**src/design/ssba_pkg.sv**
```systemverilog
package ssba_pkg;

  localparam int unsigned DEF_MAX_BINS   = 1024;
  localparam int unsigned DEF_BAND_COUNT = 10;

  localparam int unsigned MAG_W = 16;
  localparam int unsigned AVG_W = 17;
  localparam int unsigned CFG_W = 11;

  localparam int unsigned BIN_COUNT_RST = 512;

  // 0.3 in Q0.16, the complement of the 0.7 keep weight (45875).
  localparam logic [MAG_W-1:0] TAKE_W = 16'd19661;

  localparam int unsigned QUEUE_DEPTH = 2;

  typedef struct packed {
    logic first;
    logic close;
    logic fdone;
  } ssba_tag_t;

  typedef enum logic [2:0] {
    BK_IDLE,
    BK_MULT,
    BK_SUM,
    BK_DIV,
    BK_OUT
  } back_state_e;

endpackage

```
**src/design/ssba_queue.sv**
```systemverilog
module ssba_queue #(
  parameter int unsigned W = 8
) (
  input  logic         clk_i,
  input  logic         rst_ni,
  input  logic         push_i,
  input  logic [W-1:0] data_i,
  output logic         full_o,
  input  logic         pop_i,
  output logic [W-1:0] data_o,
  output logic         empty_o
);
  import ssba_pkg::*;

  localparam int unsigned PTR_W  = $clog2(QUEUE_DEPTH);
  localparam int unsigned FILL_W = $clog2(QUEUE_DEPTH + 1);

  logic [W-1:0]      slot_q [QUEUE_DEPTH];
  logic [PTR_W-1:0]  wr_q, wr_d;
  logic [PTR_W-1:0]  rd_q, rd_d;
  logic [FILL_W-1:0] fill_q, fill_d;

  assign full_o  = (fill_q == FILL_W'(QUEUE_DEPTH));
  assign empty_o = (fill_q == '0);
  assign data_o  = slot_q[rd_q];

  always_comb begin
    wr_d   = push_i ? wr_q + PTR_W'(1) : wr_q;
    rd_d   = pop_i ? rd_q + PTR_W'(1) : rd_q;
    fill_d = fill_q;
    if (push_i && !pop_i) begin
      fill_d = fill_q + FILL_W'(1);
    end else if (pop_i && !push_i) begin
      fill_d = fill_q - FILL_W'(1);
    end
  end

  always_ff @(posedge clk_i or negedge rst_ni) begin
    if (!rst_ni) begin
      wr_q   <= '0;
      rd_q   <= '0;
      fill_q <= '0;
    end else begin
      wr_q   <= wr_d;
      rd_q   <= rd_d;
      fill_q <= fill_d;
    end
  end

  always_ff @(posedge clk_i) begin
    if (push_i) begin
      slot_q[wr_q] <= data_i;
    end
  end

endmodule

```
**config.mk**
```make
export PLATFORM = sky130hd
export DESIGN_NAME = ssba_queue
export DESIGN_NICKNAME = d
export VERILOG_FILES = /design/src/design/ssba_pkg.sv /design/src/design/ssba_queue.sv
export SDC_FILE = /design/constraint.sdc
export NUM_CORES = 1
export LEC_CHECK = 0
export CAP_MARGIN = 40
export CORE_ASPECT_RATIO = 0.75
export CORE_MARGIN = 1
export CORE_UTILIZATION = 30
export DETAILED_ROUTE_END_ITERATION = 8
export DONT_BUFFER_PORTS = 1
export GPL_ROUTABILITY_DRIVEN = 0
export MAX_ROUTING_LAYER = met4
export SLEW_MARGIN = 20
export SYNTH_ARGS = -nofsm -noshare
export SYNTH_HDL_FRONTEND = slang
export SYNTH_SLANG_ARGS = --single-unit
```
**constraint.sdc**
```tcl
create_clock -name clk_i -period 1.7 [get_ports clk_i]
set_input_delay 0.425 -clock clk_i [delete_from_list [all_inputs] [get_ports clk_i]]
set_output_delay 0.425 -clock clk_i [all_outputs]
set_load 0.01 [all_outputs]
```
# --- Yosys cells after proc, flatten, opt, wreduce, memory -nomap -nowiden ---
# Memories as Yosys holds them, arrays and structs flattened.
# Cells that the tools add are included.
op_classes:
  n_addsub: 4
  n_eq_ne: 1
  muxes: 4
  n_reduce_logical: 6
op_table:
  columns: ["operator", "n"]
  rows:
  - ["2-to-1 mux 2 bit", 2]
  - ["adder 1 bit (second input constant)", 2]
  - ["adder 2 x 1 -> 2 bit (second input constant)", 1]
  - ["equality test 2 bit (second input constant)", 1]
  - ["logical AND 1 bit", 2]
  - ["zero test 1 bit", 2]
  - ["zero test 2 bit", 1]
  - ["2-to-1 mux 1 bit", 2]
  - ["nonzero test 2 bit", 1]
  - ["subtractor 2 x 1 -> 2 bit (second input constant)", 1]
totals:
  register_bits: 4
  ram_bits: 16
  in_bits: 12
  out_inout_bits: 10
  word_cells: 19
  mem_count: 1
memory_table:
  columns: ["memory", "words", "width", "rd", "rd_clocked_by_memory_dff", "wr", "line", "source"]
  rows:
  - ["slot_q", 2, 8, 1, 0, 1, "ssba_queue.sv:18", "logic [W-1:0] slot_q [QUEUE_DEPTH];"]

# --- Logic depth before layout (Yosys ltp) ---
depth:
  depth_word: 4
  depth_mapped: 5
  mapped_depth_nobuf: 5

# --- Least setup slack after synthesis ---
# OpenSTA, ideal clock, no wires.
synth_path:
  path_kind: "flip-flop to output port"
  startpoint: "reg rd_q"
  endpoint: "out data_o[0]"
  arrival_time_ns: 0.801
  t_required_ns: 1.275
  slack_ns: 0.474
  path_stages_with_launch: 3
  path_buffers: 1
  cell_sequence: "dfrtp_1 > buf_6 > mux2_2"
synth_between:
  elab_chain_cells: 1
synth_lines:
  columns: ["item", "line", "source"]
  rows:
  - ["start: declaration", "ssba_queue.sv:20", "logic [PTR_W-1:0] rd_q, rd_d;"]
  - ["start signal: assignment", "ssba_queue.sv:45", "rd_q <= rd_d;"]
  - ["memory (2 x 8 bit)", null, null]
  - ["end: declaration", "ssba_queue.sv:10", "output logic [W-1:0] data_o,"]
# No other way between the ends.

# --- Worst setup path in the final report ---
layout_path:
  startpoint: "reg rd_q"
  endpoint: "out data_o[5]"
# Same word-level chain as after synthesis.

==> qor.yml <==
cts_buffers: 3
required_ns: 1.27
drc: 0
grt_pass1_vias: 372
critPathMaxFanout: 9
cpPeakStageDelay_ns: 0.50
period_needed_ns: 1.62
setup_viol: 0
worstSetupPathType: "flip-flop to output port"
ys_ff_latch: 20
fmax_mhz: 618
path_clk_slew_ns: 0.10
wl_per_cell_um: 13.4
r2r_start: "wr_q"
worstSkewPairLatency_ns: 0.30
swShare: 0.269
switching_power_mw: 0.390
totalWireLength_um: 1080
clockBufferDepth: 2
ir_drop_uv: 768
drt-initial-drc-count: 0
clockRootBuffer: "clkbuf_4"
dieArea_um2: 2780
seqPwrFrac: 0.523
die_w_um: 60.5
startpoint: "rd_q"
antenna_cells: 0
stdcell_count: 80
synthDistinctLibCells: 12
power_density_nw_per_um2: 1660
leakage_nw: 0.312
finalSetupTns_ns: 0
drive_gt1_frac: 0.326
min_path_type: "primary input to flip-flop"
pwr-share-comb: 0.215
ys_seq_area_frac: 0.753
io_pins: 22
synth_warnings: 0
antenna_found_initial: 0
syn_avg_cell_area_um2: 18.8
htreeDepth: 1
skew_ns: 0.00825
slew-limit-headroom: 0.725
maxSlewViolCount: 0
tightestPinTransition_ns: 0.412
outcome: "completed"
fillers: 232
cpLargestDelayFamily: "flip-flops"
cp.arrival_ns: 1.19
path_cells: "mux2_2"
synthesis.nets: 54
num_rows: 15
finalHoldViolCount: 0
clock_power_share: 0.262
cts_tree: "done"
grt_max_degree: 13
core_area_um2: 2360
synth.cell_area_um2: 771
crit_buf_inv: 0
p_int_mw: 1.06
cts.sinks: 20
die_y_um: 45.9
holdWs_ns: 0.201
area_delta_synth_final_pct: 13.3
grt_usage: 0.0975
placed_cells: 75
worstSetupEndpointType: "output port"
grt_remaining_overflow: 0
ant_nets: 0
grt_pass1_wl_um: 1660
post-route-period-util: 0.952
rsz0062_at_grt: "no"
min-delay-start: "pop_i"
startpoint_type: "flip-flop"
via_count: 322
synthCells: 41
critPathSlowestCell: "dfrtp_2"
finalNetCount: 60
dr.pass1.iters: 1
via_per_inst: 4.03
max-cap-violations: 0
dpl.hpwl_um: 755
start_util: 0.326
port_buffers: 0
[power groups by stage]
stage	Clock, mW	Sequential [mW]	Combinational, mW
floorplan	0	0.719	0.321
global placement	0	0.765	0.312
detailed placement	0	0.770	0.316
CTS	0.395	0.762	0.320
global route	0.420	0.777	0.339
finish	0.380	0.757	0.311
[cell usage after synthesis]
cell type	number	share of area
edfxtp_1	16	0.62
mux2_2	8	0.12
dfrtp_1	4	0.13
xor2_1	4	0.045
nor2_1	2	0.0097
and2_1	1	0.0081
and2b_2	1	0.011
buf_6	1	0.015
ha_1	1	0.016
inv_1	1	0.0049
nor2b_1	1	0.0081
xnor2_1	1	0.011
[cells by family after synthesis]
| logic type | after synthesis | synth area share |
|---|---|---|
| and+or+nand+nor | 5 | 0.0374 |
| muxes | 8 | 0.117 |
| adders and majority gates | 1 | 0.0162 |
| xor gates and xnor gates | 5 | 0.0568 |
| buffers and inverters | 2 | 0.0195 |
| DFF | 20 | 0.753 |
[sequential cells by signal, indices dropped and copies added, names as in the netlist]
| name | count |
|---|---|
| slot_q | 16 |
| fill_q | 2 |
| rd_q | 1 |
| wr_q | 1 |
[stage by stage]
stage	utilization	setup WS, ns	cell area (um2)	power [mW]
final	0.369	0.0813	873	1.45
after global routing	0.369	0.000483	873	1.54
after CTS	0.369	0.0409	873	1.48
after detailed placement	0.342	0.277	810	1.09
after global placement	0.342	0.276	810	1.08
after floorplan	-	0.474	771	1.04
[metal layers]
metal / global-route usage / wire [um] / vias to the layer above
li1: - / - / 158
met1: 0.0870 / 425 / 149
met2: 0.145 / 488 / 13
met3: 0.0710 / 134 / 2
met4: 0.0682 / 27 / 0
met5: - / 0 / -
[cells in the final DEF (no fill, tap or decap)]
cell type,count
buf_4,1
inv_1,1
nor2_1,2
dlygate4sd3_1,1
ha_1,1
xnor2_1,1
dfrtp_1,3
bufinv_16,1
and2b_2,1
nor2b_1,1
edfxtp_1,16
and2_1,1
mux2_2,8
xor2_1,4
clkbuf_4,3
dfrtp_2,1
[final timing paths]
| kind | to | slack [ns] | cells past startpoint |
|---|---|---|---|
| max reg2reg | slot_q[0][2] | 0.48 | 2 |
| min reg2reg | wr_q | 0.50 | 1 |
| min | rd_q | 0.20 | 1 |
| max in group asynchronous | rd_q | 1.11 | 1 |
| min in group asynchronous | fill_q[1] | 0.39 | 1 |
| max | data_o[5] | 0.08 | 1 |
[cell type report]
cell class,count,area [um2],share of cell area
Clock inverter,1,30.0,0.0344
Multi-Input combinational cell,19,175,0.201
Sequential cell,20,582,0.666
Tap cell,34,42.5,0.0487
Clock buffer,3,22.5,0.0258
Inverter,1,3.75,0.00430
Timing Repair Buffer,2,17.5,0.0201
[what timing repair did]
item | CTS | global route
endpoints found under the hold margin | 4 | 0
setup endpoints to repair | 8 | 0
buffers inserted | 0 | 0
hold buffers | 1 | 0
gates resized for setup | 1 | 0
(Power assumes the default switching activity.)
