**config.mk**
```make
export PLATFORM = sky130hd
export DESIGN_NAME = ssba_front
export DESIGN_NICKNAME = d
export VERILOG_FILES = /design/src/design/ssba_pkg.sv /design/src/design/ssba_front.sv
export SDC_FILE = /design/constraint.sdc
export NUM_CORES = 1
export LEC_CHECK = 0
export BUFFER_PORTS_ARGS = -buffer_cell sky130_fd_sc_hd__buf_2
export CAP_MARGIN = 20
export CORE_AREA = 5 5 105 107
export CTS_CLUSTER_SIZE = 8
export DETAILED_ROUTE_END_ITERATION = 10
export DIE_AREA = 0 0 110 112
export GPL_TIMING_DRIVEN = 0
export PLACE_DENSITY_LB_ADDON = 0.08
export SYNTH_ARGS = -nofsm -noshare
export SYNTH_HDL_FRONTEND = slang
export SYNTH_SLANG_ARGS = --single-unit
```
**constraint.sdc**
```tcl
create_clock -name clk_i -period 7.6 [get_ports clk_i]
set_input_delay 0.38 -clock clk_i [delete_from_list [all_inputs] [get_ports clk_i]]
set_output_delay 0.38 -clock clk_i [all_outputs]
set_load 0.02 [all_outputs]
```
**src/design/ssba_pkg.sv**
```systemverilog
package ssba_pkg;

  localparam int unsigned DEF_MAX_BINS   = 1024;
  localparam int unsigned DEF_BAND_COUNT = 10;

  localparam int unsigned MAG_W = 16;
  localparam int unsigned AVG_W = 17;
  localparam int unsigned CFG_W = 11;

  localparam int unsigned BIN_COUNT_RST = 512;

  // 0.3 in Q0.16, the complement of the 0.7 keep weight (45875).
  localparam logic [MAG_W-1:0] TAKE_W = 16'd19661;

  localparam int unsigned QUEUE_DEPTH = 2;

  typedef struct packed {
    logic first;
    logic close;
    logic fdone;
  } ssba_tag_t;

  typedef enum logic [2:0] {
    BK_IDLE,
    BK_MULT,
    BK_SUM,
    BK_DIV,
    BK_OUT
  } back_state_e;

endpackage

```
**src/design/ssba_front.sv**
```systemverilog
module ssba_front #(
  parameter int unsigned MAX_BINS   = ssba_pkg::DEF_MAX_BINS,
  parameter int unsigned BAND_COUNT = ssba_pkg::DEF_BAND_COUNT
) (
  input  logic                          clk_i,
  input  logic                          rst_ni,
  input  logic                          cfg_valid_i,
  input  logic [ssba_pkg::CFG_W-1:0]    cfg_bin_count_i,
  input  logic                          in_valid_i,
  output logic                          in_stall_o,
  input  logic [ssba_pkg::MAG_W-1:0]    left_magnitude_i,
  input  logic [ssba_pkg::MAG_W-1:0]    right_magnitude_i,
  input  logic                          q_full_i,
  output logic                          push_o,
  output ssba_pkg::ssba_tag_t           tag_o,
  output logic [$clog2(MAX_BINS)-1:0]   idx_o,
  output logic [$clog2(BAND_COUNT)-1:0] band_o,
  output logic [$clog2(MAX_BINS+1)-1:0] size_o,
  output logic [ssba_pkg::MAG_W-1:0]    left_o,
  output logic [ssba_pkg::MAG_W-1:0]    right_o
);
  import ssba_pkg::*;

  localparam int unsigned IDX_W  = $clog2(MAX_BINS);
  localparam int unsigned CNT_W  = $clog2(MAX_BINS + 1);
  localparam int unsigned BAND_W = $clog2(BAND_COUNT);
  localparam int unsigned NW     = (CNT_W > CFG_W) ? CNT_W : CFG_W;
  localparam int unsigned SH     = CNT_W + BAND_W;
  localparam int unsigned RCP_W  = CNT_W + 1;
  localparam int unsigned PRD_W  = CNT_W + RCP_W;
  localparam logic [RCP_W-1:0] RCP = RCP_W'(((2 ** SH) + BAND_COUNT - 1) / BAND_COUNT);
  localparam int unsigned N_RST_I =
      (BIN_COUNT_RST < BAND_COUNT) ? BAND_COUNT :
      ((BIN_COUNT_RST > MAX_BINS) ? MAX_BINS : BIN_COUNT_RST);
  localparam logic [CNT_W-1:0] N_RST = CNT_W'(N_RST_I);

  function automatic logic [CNT_W-1:0] clamp_bins(input logic [CFG_W-1:0] bc);
    logic [NW-1:0] v;
    v = NW'(bc);
    if (v < NW'(BAND_COUNT)) v = NW'(BAND_COUNT);
    if (v > NW'(MAX_BINS)) v = NW'(MAX_BINS);
    return CNT_W'(v);
  endfunction

  logic [CNT_W-1:0]  n_q, n_d;
  logic [CNT_W-1:0]  quo_q, quo_d;
  logic [BAND_W-1:0] rem_q, rem_d;
  logic              busy_q, busy_d;
  logic [CNT_W-1:0]  pos_q, pos_d;
  logic [BAND_W-1:0] band_q, band_d;
  logic [CNT_W-1:0]  cnt_q, cnt_d;

  logic [CNT_W-1:0]  n_new;
  logic [PRD_W-1:0]  prd;
  logic [CNT_W-1:0]  quo_calc;
  logic [BAND_W-1:0] rem_calc;
  logic [CNT_W-1:0]  size;
  logic [CNT_W-1:0]  pos_inc;
  logic [CNT_W-1:0]  cnt_inc;
  logic              accept;
  logic              close;
  logic              fdone;

  // Bins per band come from a multiply by the rounded-up reciprocal of the
  // band count, which is exact over the whole range of the bin count.
  assign n_new    = clamp_bins(cfg_bin_count_i);
  assign prd      = PRD_W'(n_q) * PRD_W'(RCP);
  assign quo_calc = CNT_W'(prd >> SH);
  assign rem_calc = BAND_W'(n_q - quo_calc * CNT_W'(BAND_COUNT));

  // The last band also takes the bins left over by the division.
  assign size = (band_q == BAND_W'(BAND_COUNT - 1)) ? quo_q + CNT_W'(rem_q) : quo_q;

  assign in_stall_o = busy_q || q_full_i;
  assign accept     = in_valid_i && !in_stall_o;
  assign pos_inc    = pos_q + CNT_W'(1);
  assign cnt_inc    = cnt_q + CNT_W'(1);
  assign close      = (cnt_inc == size);
  assign fdone      = (pos_inc == n_q);

  assign push_o      = accept;
  assign tag_o.first = (cnt_q == '0);
  assign tag_o.close = close;
  assign tag_o.fdone = fdone;
  assign idx_o       = pos_q[IDX_W-1:0];
  assign band_o      = band_q;
  assign size_o      = size;
  assign left_o      = left_magnitude_i;
  assign right_o     = right_magnitude_i;

  always_comb begin
    n_d    = n_q;
    quo_d  = quo_q;
    rem_d  = rem_q;
    busy_d = busy_q;
    pos_d  = pos_q;
    band_d = band_q;
    cnt_d  = cnt_q;
    if (cfg_valid_i) begin
      n_d    = n_new;
      busy_d = 1'b1;
      pos_d  = '0;
      band_d = '0;
      cnt_d  = '0;
    end else begin
      if (busy_q) begin
        quo_d  = quo_calc;
        rem_d  = rem_calc;
        busy_d = 1'b0;
      end
      if (accept) begin
        if (fdone) begin
          pos_d  = '0;
          band_d = '0;
          cnt_d  = '0;
        end else begin
          pos_d = pos_inc;
          if (close) begin
            band_d = band_q + BAND_W'(1);
            cnt_d  = '0;
          end else begin
            cnt_d = cnt_inc;
          end
        end
      end
    end
  end

  always_ff @(posedge clk_i or negedge rst_ni) begin
    if (!rst_ni) begin
      n_q    <= N_RST;
      quo_q  <= '0;
      rem_q  <= '0;
      busy_q <= 1'b1;
      pos_q  <= '0;
      band_q <= '0;
      cnt_q  <= '0;
    end else begin
      n_q    <= n_d;
      quo_q  <= quo_d;
      rem_q  <= rem_d;
      busy_q <= busy_d;
      pos_q  <= pos_d;
      band_q <= band_d;
      cnt_q  <= cnt_d;
    end
  end

`ifndef SYNTHESIS
  a_pos_in_frame: assert property (@(posedge clk_i) disable iff (!rst_ni)
    pos_q < n_q) else $error("bin position ran past the frame");
  a_band_in_range: assert property (@(posedge clk_i) disable iff (!rst_ni)
    {1'b0, band_q} < (BAND_W + 1)'(BAND_COUNT)) else $error("band index ran past the last band");
  a_cnt_in_band: assert property (@(posedge clk_i) disable iff (!rst_ni)
    !busy_q |-> (cnt_q < size)) else $error("band bin count reached the band size");
  a_no_push_busy: assert property (@(posedge clk_i) disable iff (!rst_ni)
    busy_q |-> !push_o) else $error("word taken while band size is being derived");
`endif

endmodule

```
# Word level (Yosys, flattened, before mapping)
# Cells that the tools add are included.
# classes
add_sub_neg	5
n_mul	2
bitwise	1
eq_ne	3
muxes	15
magnitude_cmp	2
n_reduce_logical	8
# op_table
operator	count
11-bit two-way mux	9
11-bit by 12-bit multiplier with 23-bit output (second input constant)	1
11-bit by 1-bit adder with 11-bit output (second input constant)	2
4-bit two-way mux	4
11-bit equality test	1
11-bit by 9-bit equality test with 1-bit output	1
11-bit > comparator (second input constant)	1
11-bit logical NOT	1
11-bit by 4-bit < comparator with 1-bit output (second input constant)	1
8-bit by 4-bit adder with 9-bit output	1
9-bit two-way mux	1
8-bit by 3-bit multiplier with 3-bit output (second input constant)	1
4-bit by 1-bit adder with 4-bit output (second input constant)	1
4-bit equality test (second input constant)	1
2-bit AND reduction	2
4-bit subtractor	1
3-bit nonzero test	1
2-bit nonzero test	1
1-bit logical AND	1
1-bit logical NOT	1
1-bit logical OR	1
1-bit two-way mux	1
1-bit NOT	1
# totals
regBits	50
in_bits	48
elab_cells	43
output_inout_bits	62

# Logic depth before layout (Yosys ltp)
# Gate-level depths: netlist of the first run.
# logic_depth
depth_word	7
mapped_depth	22
depth_no_buf	22

# Worst setup path before layout of the first run
# Ideal clock, no wire load.
# synth_timing
kind	flip-flop to flip-flop
start	reg n_q[9]
end	reg rem_q[3]
stages_incl_launch_ff	21
path_slack_ps	2511
arrival_ps	4952
t_required_ps	7463
setup_time_ps	137
path_buffers	0
period_less_slack_ps	5089
path_cell_list	dfstp_2 > inv_1 > ha_1 > inv_1 > fa_1 > fa_1 > inv_1 > fa_1 > fa_1 > inv_1 > ha_1 > a21oi_1 > o21ai_0 > a21oi_1 > xnor2_1 > ha_1 > fa_1 > xnor2_1 > xnor2_1 > xnor2_1 > o21ai_0
# synth_via
elab_chain_cells	3
# synth_rtl
element	line	rtl
from (decl)	ssba_front.sv:45	logic [CNT_W-1:0] n_q, n_d;
from (signal assigned)	ssba_front.sv:139	n_q <= n_d;
11-bit by 12-bit multiplier with 23-bit output	ssba_front.sv:67	assign prd = PRD_W'(n_q) * PRD_W'(RCP);
named net prd[15]	ssba_front.sv:54	logic [PRD_W-1:0] prd;
8-bit by 3-bit multiplier with 3-bit output	ssba_front.sv:69	assign rem_calc = BAND_W'(n_q - quo_calc * CNT_W'(BAND_COUNT));
4-bit subtractor	ssba_front.sv:69	
to (signal assigned)	ssba_front.sv:141	rem_q <= rem_d;
to (decl)	ssba_front.sv:47	logic [BAND_W-1:0] rem_q, rem_d;
# The timed path passes the listed nets, and every way through them passes these cells.
# A chain may end at the register's enable or synchronous reset.

# Final worst setup path of the first run
# Same ends and word-level chain as after synthesis.

==> flow_metrics.tcl, run 1 <==
set metrics [dict create \
    drc_errors 0 \
    period_needed_ps 5550 \
    netlist_area_sq_um 5790 \
    hold_violations 0 \
    muxShareOfSynthArea 0.0261 \
    total_leakage_power_nw 3.27 \
    netlist.top_cell.by_area "dfrtp_1" \
    io_pins 110 \
    rows 37 \
    synth-compound-area-share 0.124 \
    finClkSkew_ps 14.7 \
    synth_cells 638 \
    dr.pass1.iters 5 \
    drive_gt1_frac 0.217 \
    min_from "cfg_valid_i" \
    yosysSeqAreaShare 0.216 \
    syn_to_final_growth_pct 11.6 \
    diodes 0 \
    drt_iter0_drc 235 \
    pwr-share-seq 0.251 \
    critPathRequiredTime_ps 7790 \
    grt_pass1_vias 4896 \
    clk_path_buf_depth 2 \
    maxSlewHeadroom 0.590 \
    synth_xor_area_frac 0.0791 \
    whs_path_depth 1 \
    timing.rr.start "n_q[9]" \
    antenna_found_initial 0 \
    synth_fa_ha_area_frac 0.276 \
    p_int_mw 0.769 \
    nets 880 \
    holdBufCountCts 1 \
    worstReg2RegEnd "rem_q[3]" \
    grt_start_max_net_pins 40 \
    crit_arrival_ps 5740 \
    viasPerCell 5.57 \
    hold_path_end "busy_q" \
    post-route-period-util 0.731 \
    clockPowerShare 0.121 \
    grt_usage 0.230 \
    synth_top_area_frac 0.207 \
    drt_wl_total_um 13400 \
    slew_violations 0 \
    postCtsSetupBuffers 0 \
    utilization 0.644 \
    vdd_drop_max_uv 282 \
    synthSimpleGateAreaFrac 0.150 \
    cap_violations 0 \
    status "finished clean" \
    coreArea_sq_um 10000 \
    die_w_um 110 \
    synth_edf_count 0 \
    vias 4792 \
    gp_congestion 0.893 \
    rsz0062_at_grt "false" \
    yosys_warnings 0 \
    power_density_nw_per_um2 217 \
    synth_top_flop_cell "dfrtp_1" \
    grt_pass1_wl_um 23000 \
    fin_total_pwr_mw 1.40 \
    dieArea_sq_um 12300 \
    initial_core_util 0.577 \
    place_hpwl_um 11100 \
    r2r_setup_slack_ps 2050 \
    tns_ps 0 \
    synth-seq-cells 50 \
    synth_top_family_by_area "adder cells" \
    critical_path_class "reg2reg" \
    fillers 866 \
    endpoint_kind "register" \
    p_sw_frac 0.451 \
    portBuffers 75 \
    share_comb_of_total_power 0.628 \
    cts_root_buf "clkbuf_8" \
    synth_cell_types 59 \
    crit_fanout 5 \
    clock-sinks 50 \
    syn_area_per_cell_sq_um 9.08 \
    p_switching_mw 0.633 \
    clock.fmax_mhz 180 \
    synth_async_sr_flop_share 1.00 \
    tightestPinTransition_ps 610 \
    htree_levels 2 \
    setup_viol 0 \
    hold_path_class "in2reg" \
    cts-resized-gates 0 \
    cts_tree "done" \
    gr-total-overflow 0 \
    wl_per_cell_um 15.5 \
    r2r_cells 20 \
    synthTopCellsByArea "dfrtp_1 (21%), ha_1 (17%), fa_1 (11%)" \
    hold_slack_ps 181 \
    clk_latency_ps 320 \
    crit_path_start_kind "register" \
    die-height_um 112 \
    path_clk_slew_ps 100 \
    ant_nets 0 \
    numCtsBuffers 5 \
]
[Yosys cell counts, types with 6 or more instances]
cell type	n
a21oi_1	14
inv_1	82
clkbuf_1	9
nor2_1	18
mux2_2	9
xor2_1	11
fa_1	31
o21ai_0	36
nor2b_1	7
o22ai_1	8
nand2_1	50
or3_1	8
buf_4	47
o31ai_1	8
nor3_1	7
nand3_1	19
a31oi_1	12
ha_1	78
xnor2_1	31
nand4_1	10
dfrtp_1	48
nor4_1	9
a211oi_1	6
[power groups by stage]
stage                     Clock, mW  Sequential, mW  Combinational, mW
after global routing          0.187           0.358               1.02
final                         0.169           0.352              0.881
after global placement            0           0.355              0.855
after CTS                     0.174           0.351              0.895
after detailed placement          0           0.357              0.889
after floorplan                   0           0.342              0.683
[layout make-up]
type | count | area (sq um) | area share
Tap cell | 136 | 170 | 0.0263
Inverter | 83 | 312 | 0.0482
Clock buffer | 6 | 82.6 | 0.0128
Buffer | 63 | 434 | 0.0671
Multi-Input combinational cell | 443 | 3800 | 0.587
Clock inverter | 2 | 12.5 | 0.00193
Timing Repair Buffer | 77 | 405 | 0.0627
Sequential cell | 50 | 1250 | 0.194
[worst max path at each step]
stage	start	to	depth (start not counted)
2_1_floorplan	n_q[9]	rem_q[3]	20
5_1_grt	n_q[7]	rem_q[3]	20
3_5_place_dp	n_q[9]	rem_q[3]	20
3_3_place_gp	n_q[7]	rem_q[3]	20
4_1_cts	n_q[9]	rem_q[3]	20
6_report	n_q[9]	rem_q[3]	20
[flip-flops by register name, indices dropped and copies added, names as in the netlist]
name / flops
cnt_q: 11
n_q: 11
pos_q: 11
quo_q: 8
band_o: 4
rem_q: 4
busy_q: 1
[logic make-up (layout without fill, tap and decap cells)]
group	count (synthesis)	count (layout)
other	1	2
buffers and inverters	146	231
AND/OR/NAND/NOR	161	161
adder cells (fa/ha/maj)	109	109
flip-flops	50	50
multiplexers	14	14
AO/OA/AOI/OAI	111	111
XOR/XNOR	46	46
[through the flow]
stage | std cells | setup slack, ps | cell area [sq um]
2_1_floorplan | 639 | 2510 | 5800
3_3_place_gp | 850 | 2090 | 6340
3_5_place_dp | 851 | 1990 | 6360
4_1_cts | 860 | 1980 | 6470
5_1_grt | 860 | 1590 | 6470
6_report | 860 | 2050 | 6470
[placed cells by master (no fill, tap or decap), types with 7 or more instances in the layout]
cell type / synthesis / final
dfrtp_1: 48 / 48
fa_1: 31 / 31
a21oi_1: 14 / 14
nand4_1: 10 / 10
nor2_1: 18 / 18
nand2_1: 50 / 50
o31ai_1: 8 / 8
o22ai_1: 8 / 8
clkbuf_1: 9 / 9
nand3_1: 19 / 19
nor2b_1: 7 / 7
xnor2_1: 31 / 31
o21ai_0: 36 / 36
xor2_1: 11 / 11
mux2_2: 9 / 9
buf_4: 47 / 47
a31oi_1: 12 / 12
nor3_1: 7 / 7
buf_2: 4 / 79
inv_1: 82 / 82
or3_1: 8 / 8
nor4_1: 9 / 9
ha_1: 78 / 78
[worst max-delay path, stage by stage (launching register included)]
cell and delay, ps:
dfstp_2 600, inv_1 70, ha_1 280, inv_1 70, fa_1 530, fa_1 520
inv_1 60, fa_1 510, fa_1 560, inv_1 50, ha_1 290, a21oi_1 70
o21ai_0 250, a21oi_1 100, nand2b_1 170, a221oi_1 510, fa_1 290, xnor2_1 140
xnor2_1 160, xnor2_1 130, o21ai_0 80
[layer usage]
layer / vias up / track usage / wire length (um)
li1: 2329 / - / -
met1: 2288 / 0.310 / 5780
met2: 157 / 0.387 / 6630
met3: 18 / 0.0243 / 725
met4: 0 / 0.0640 / 228
met5: - / 0 / 0
No activity file was read; power rests on OpenSTA's default activity.
==> run 2, diff against run 1 <==
Settings changed: CORE_AREA 5 5 105 107 to 5 5 106 108, DIE_AREA 0 0 110 112 to 0 0 111 113.
Clock period 7.6 ns to 5.55 ns, I/O delays scaled along.
==> run 2 against run 1 <==
  * Clock skew down 9.8 ps
  * Routed wire length down 0.52%
  * Via count down 0.86%
  * Clock-buffer cell count unchanged
  * Final cell count up 0.23%
  * Cell area up 0.64%
  * Critical endpoint unchanged
  * Highest routed layer unchanged
==> flow_metrics.tcl, run 2 (synthesis gave the netlist of run 1 again) <==
set metrics [dict create \
    hold_violations 0 \
    post-route-period-util 0.960 \
    wl_per_cell_um 15.4 \
    viasPerCell 5.51 \
    status "finished clean" \
    crit_arrival_ps 5510 \
    final_cell_mix "inv_1 (81), buf_2 (79), ha_1 (78)" \
    clk_path_buf_depth 2 \
    gp_congestion 0.930 \
    drt_iter0_drc 249 \
    rsz0062_at_grt "false" \
    path_cells "inv_1 -> ha_1 -> inv_2 -> fa_2 -> fa_1 -> inv_1 -> fa_1 -> fa_1 -> inv_1 -> ha_1 -> a21oi_2 -> o21ai_1 -> a21oi_2 -> xnor2_2 -> ha_1 -> fa_1 -> xnor2_2 -> xnor2_1 -> xnor2_1 -> o21ai_0" \
    drt_wl_total_um 13300 \
    power_density_nw_per_um2 299 \
    syn_to_final_growth_pct 12.4 \
    r2r_cells 20 \
    path_clk_slew_ps 90 \
    portBuffers 75 \
    grt_pass1_wl_um 22700 \
    critPathSlowestCell "dfstp_2" \
    grt_usage 0.216 \
    antenna_found_initial 0 \
    coreArea_sq_um 10100 \
    dieArea_sq_um 12500 \
    endpoint_kind "register" \
    critical_path.top_delay_family "adder cells" \
    crit_end "rem_q[3]" \
    die-height_um 113 \
    grt_pass1_vias 4767 \
    top_regs "cnt_q x11, n_q x11, pos_q x11" \
    maxSlewHeadroom 0.583 \
    crit_path_max_incr_delay_ps 580 \
    tns_ps 0 \
    cp.depth 20 \
    die_w_um 111 \
    drive_gt1_frac 0.229 \
    place_hpwl_um 11200 \
    diodes 0 \
    vias 4751 \
    utilization 0.642 \
    drc_errors 0 \
    grt_start_max_net_pins 31 \
    layout_commonest_cell "inv_1" \
    slew_violations 0 \
    nets 882 \
    path_common_cell "fa_1" \
    io_pins 110 \
    timing.rr.start "n_q[9]" \
    critPathBufInv 4 \
    cts_tree "done" \
    dp_slack_ps -70.8 \
    finalNonFillerCells 862 \
    numCtsBuffers 5 \
    placed_cells_incl_taps 851 \
    hold_path_class "in2reg" \
    initial_core_util 0.571 \
    clk_latency_ps 310 \
    setup_viol 0 \
    vdd_drop_max_uv 329 \
    htree_levels 2 \
    ant_nets 0 \
    finalInstanceArea_sq_um 6510 \
    cap_violations 0 \
    cts_root_buf "clkbuf_8" \
    critical_path_class "reg2reg" \
    finClkSkew_ps 4.86 \
    r2r_setup_slack_ps 220 \
    clock-sinks 50 \
    rows 37 \
    worstReg2RegEnd "rem_q[3]" \
    timing.final.ws_setup_ps 224 \
    gr-total-overflow 0 \
    dr.pass1.iters 5 \
    period_needed_ps 5330 \
    clock.fmax_mhz 188 \
    dpl-instance-area_sq_um 6360 \
    tightestPinTransition_ps 625 \
    crit_fanout 4 \
    crit_path_start_kind "register" \
    crit_start "n_q[9]" \
    critPathRequiredTime_ps 5730 \
    total_leakage_power_nw 3.30 \
]
run 2: final cells by class:
class	count	area [sq um]
Fill cell	908	3630
Inverter	83	312
Multi-Input combinational cell	443	3830
Clock inverter	2	13.8
Buffer	63	434
Sequential cell	50	1250
Tap cell	136	170
Clock buffer	6	72.6
Timing Repair Buffer	79	420
run 2: repair_timing:
item / CTS / global route
setup buffers: 0 / 2
resized for setup: 4 / 6
hold buffers: 1 / 0
endpoints found under the hold margin: 20 / 0
endpoints found under the setup margin: 1 / 2
run 2: how the worst min path moves through the flow:
stage | from | depth (start not counted) | slack, ps | end
after global placement | cfg_valid_i | 1 | 420 | busy_q
after detailed placement | rst_ni | 1 | 280 | cnt_q[3]
after CTS | cfg_valid_i | 1 | 80 | busy_q
after floorplan | rst_ni | 0 | -20 | band_o[0]
after global routing | cfg_valid_i | 1 | 80 | busy_q
final | cfg_valid_i | 1 | 80 | busy_q
run 2: layer usage:
| metal | share of wire | track usage | vias to the layer above |
|---|---|---|---|
| met5 | 0 | 0 | - |
| met4 | 0.0096 | 0.0484 | 0 |
| met3 | 0.046 | 0.0262 | 11 |
| met2 | 0.51 | 0.383 | 132 |
| met1 | 0.44 | 0.282 | 2279 |
| li1 | - | - | 2329 |
run 2: stage by stage:
step	hold slack [ps]	total power, mW
after global placement	418	1.66
final	81.8	1.95
after global routing	76.4	2.15
after detailed placement	279	1.70
after CTS	78.1	1.95
after floorplan	-18.1	1.40
run 2: report_power, final:
part / internal, mW / total, mW / switching (mW)
Sequential: 0.415 / 0.482 / 0.0665
Combinational: 0.567 / 1.25 / 0.683
Clock: 0.0893 / 0.218 / 0.128
run 2: worst reg2reg max path, cell delays in order, from the launching register on:
cell,delay (ps)
dfstp_2,580
inv_1,60
ha_1,300
inv_2,90
fa_2,460
fa_1,520
inv_1,60
fa_1,500
fa_1,550
inv_1,50
ha_1,320
a21oi_2,160
o21ai_1,100
a21oi_2,180
xnor2_2,120
ha_1,210
fa_1,410
xnor2_2,150
xnor2_1,180
xnor2_1,130
o21ai_0,80
==> run 3, diff against run 2 <==
Settings changed: CELL_PAD_IN_SITES_DETAIL_PLACEMENT set to 0, CELL_PAD_IN_SITES_GLOBAL_PLACEMENT set to 1, CORE_AREA 5 5 106 108 to 5 5 123 125, DIE_AREA 0 0 111 113 to 0 0 128 130.
==> run 3 against run 2 <==
  * Hold slack gained 35 ps
  * Maximum frequency grew 0.58%
  * Clock skew grew 3.0 ps
  * Largest cell class unchanged
==> flow_metrics.tcl, run 3 (synthesis gave the netlist of run 1 again) <==
set metrics [dict create \
    gp_congestion 0.866 \
    vdd_drop_max_uv 238 \
    clk_latency_ps 290 \
    post-route-period-util 0.954 \
    cap_violations 0 \
    maxSlewHeadroom 0.558 \
    r2r_setup_slack_ps 250 \
    dr.pass1.iters 4 \
    viasPerCell 5.19 \
    gr-total-overflow 0 \
    wl_per_cell_um 15.6 \
    r2r_cells 20 \
    numCtsBuffers 5 \
    layout_commonest_cell "inv_1" \
    htree_levels 2 \
    place_hpwl_um 11900 \
    cts_tree "done" \
    vias 4708 \
    drt_iter0_drc 288 \
    endpoint_kind "register" \
    dp_slack_ps -111 \
    status "finished clean" \
    hold_violations 0 \
    crit_path_max_incr_delay_ps 560 \
    final_cell_mix "inv_1 (82), buf_2 (79), ha_1 (78)" \
    ant_nets 0 \
    critical_path_class "reg2reg" \
    clock.fmax_mhz 189 \
    timing.final.ws_setup_ps 255 \
    drc_errors 0 \
    die_w_um 128 \
    coreArea_sq_um 13800 \
    portBuffers 75 \
    crit_path_start_kind "register" \
    power_density_nw_per_um2 316 \
    nets 884 \
    top_regs "cnt_q x11, n_q x11, pos_q x11" \
    dieArea_sq_um 16600 \
    drt_wl_total_um 14200 \
    die-height_um 130 \
    hold_slack_ps 117 \
    drive_gt1_frac 0.230 \
    fillers 1397 \
    critPathSlowestCell "dfstp_2" \
    tightestPinTransition_ps 663 \
    path_common_cell "inv_1" \
    rows 43 \
    initial_core_util 0.421 \
    grt_pass1_wl_um 23300 \
    cts_root_buf "clkbuf_16" \
    crit_fanout 4 \
    grt_start_max_net_pins 33 \
    period_needed_ps 5300 \
    grt_pass1_vias 4693 \
    finClkSkew_ps 7.87 \
    antenna_found_initial 0 \
    critPathRequiredTime_ps 5700 \
    slew_violations 0 \
    io_pins 110 \
    crit_arrival_ps 5450 \
    grt_usage 0.173 \
    clock-sinks 50 \
    syn_to_final_growth_pct 14.8 \
    clk_path_buf_depth 2 \
    whs_path_depth 1 \
    total_leakage_power_nw 3.33 \
    setup_viol 0 \
    diodes 0 \
    hold_path_class "in2reg" \
    path_cells "inv_1 -> ha_1 -> inv_1 -> fa_2 -> fa_1 -> inv_1 -> fa_1 -> fa_1 -> inv_1 -> ha_1 -> a21oi_2 -> o21ai_1 -> a21oi_2 -> nand2b_1 -> a221oi_4 -> fa_2 -> xnor2_2 -> xnor2_1 -> xnor2_1 -> o21ai_0" \
    path_clk_slew_ps 60 \
]
[run 3: metrics by stage]
step | instances | utilization | power [mW] | setup TNS (ps) | area (sq um)
CTS | 903 | 0.478 | 2.05 | 0 | 6590
global placement | 894 | 0.464 | 1.68 | -58.5 | 6400
floorplan | 639 | - | 1.40 | 0 | 5800
finish | 907 | 0.483 | 2.10 | 0 | 6650
detailed placement | 895 | 0.466 | 1.71 | -111 | 6420
global route | 907 | 0.483 | 2.32 | -7.80 | 6650
[run 3: path summary, 6_finish.rpt]
check	endpoint	startpoint
setup reg to reg	rem_q[3]	n_q[9]
max in group asynchronous	n_q[9]	rst_ni
setup / recovery	rem_q[3]	n_q[9]
hold / removal	busy_q	cfg_valid_i
min in group asynchronous	cnt_q[3]	rst_ni
hold reg to reg	rem_q[2]	rem_q[2]
[run 3: worst max-delay path: cells and delay by family (launching register included)]
| kind | cells | cell delay (ps) |
|---|---|---|
| compound gates | 5 | 630 |
| flops | 1 | 560 |
| fa+ha+maj | 7 | 3030 |
| buf+inv | 4 | 280 |
| simple gates | 1 | 200 |
| xor+xnor | 3 | 470 |
[run 3: what timing repair did]
item | in CTS | in global routing
pin swaps | 0 | 4
endpoints found under the setup margin | 1 | 2
buffers inserted | 0 | 4
resized for setup | 4 | 7
hold buffers | 1 | 0
hold endpoints to repair | 18 | 0
[run 3: where the power goes]
part | internal, mW | total (mW) | leakage (nW) | switching, mW
Combinational | 0.609 | 1.31 | 2.61 | 0.704
Clock | 0.177 | 0.308 | 0.0700 | 0.131
Sequential | 0.416 | 0.481 | 0.656 | 0.0657
Total | 1.20 | 2.10 | 3.33 | 0.901
[run 3: area by class of cell]
class                           count  area (sq um)  share of cell area
Buffer                             63           434              0.0653
Clock buffer                        7           143              0.0215
Inverter                           83           312              0.0469
Multi-Input combinational cell    443          3840               0.578
Sequential cell                    50          1250               0.189
Tap cell                          180           225              0.0339
Timing Repair Buffer               81           435              0.0655
[run 3: routing by layer]
layer / global-route usage / routed length (um) / up-vias
met3: 0.0188 / 483 / 9
met5: 0 / 0 / -
li1: - / - / 2346
met2: 0.305 / 7090 / 78
met4: 0.0418 / 159 / 0
met1: 0.227 / 6430 / 2275
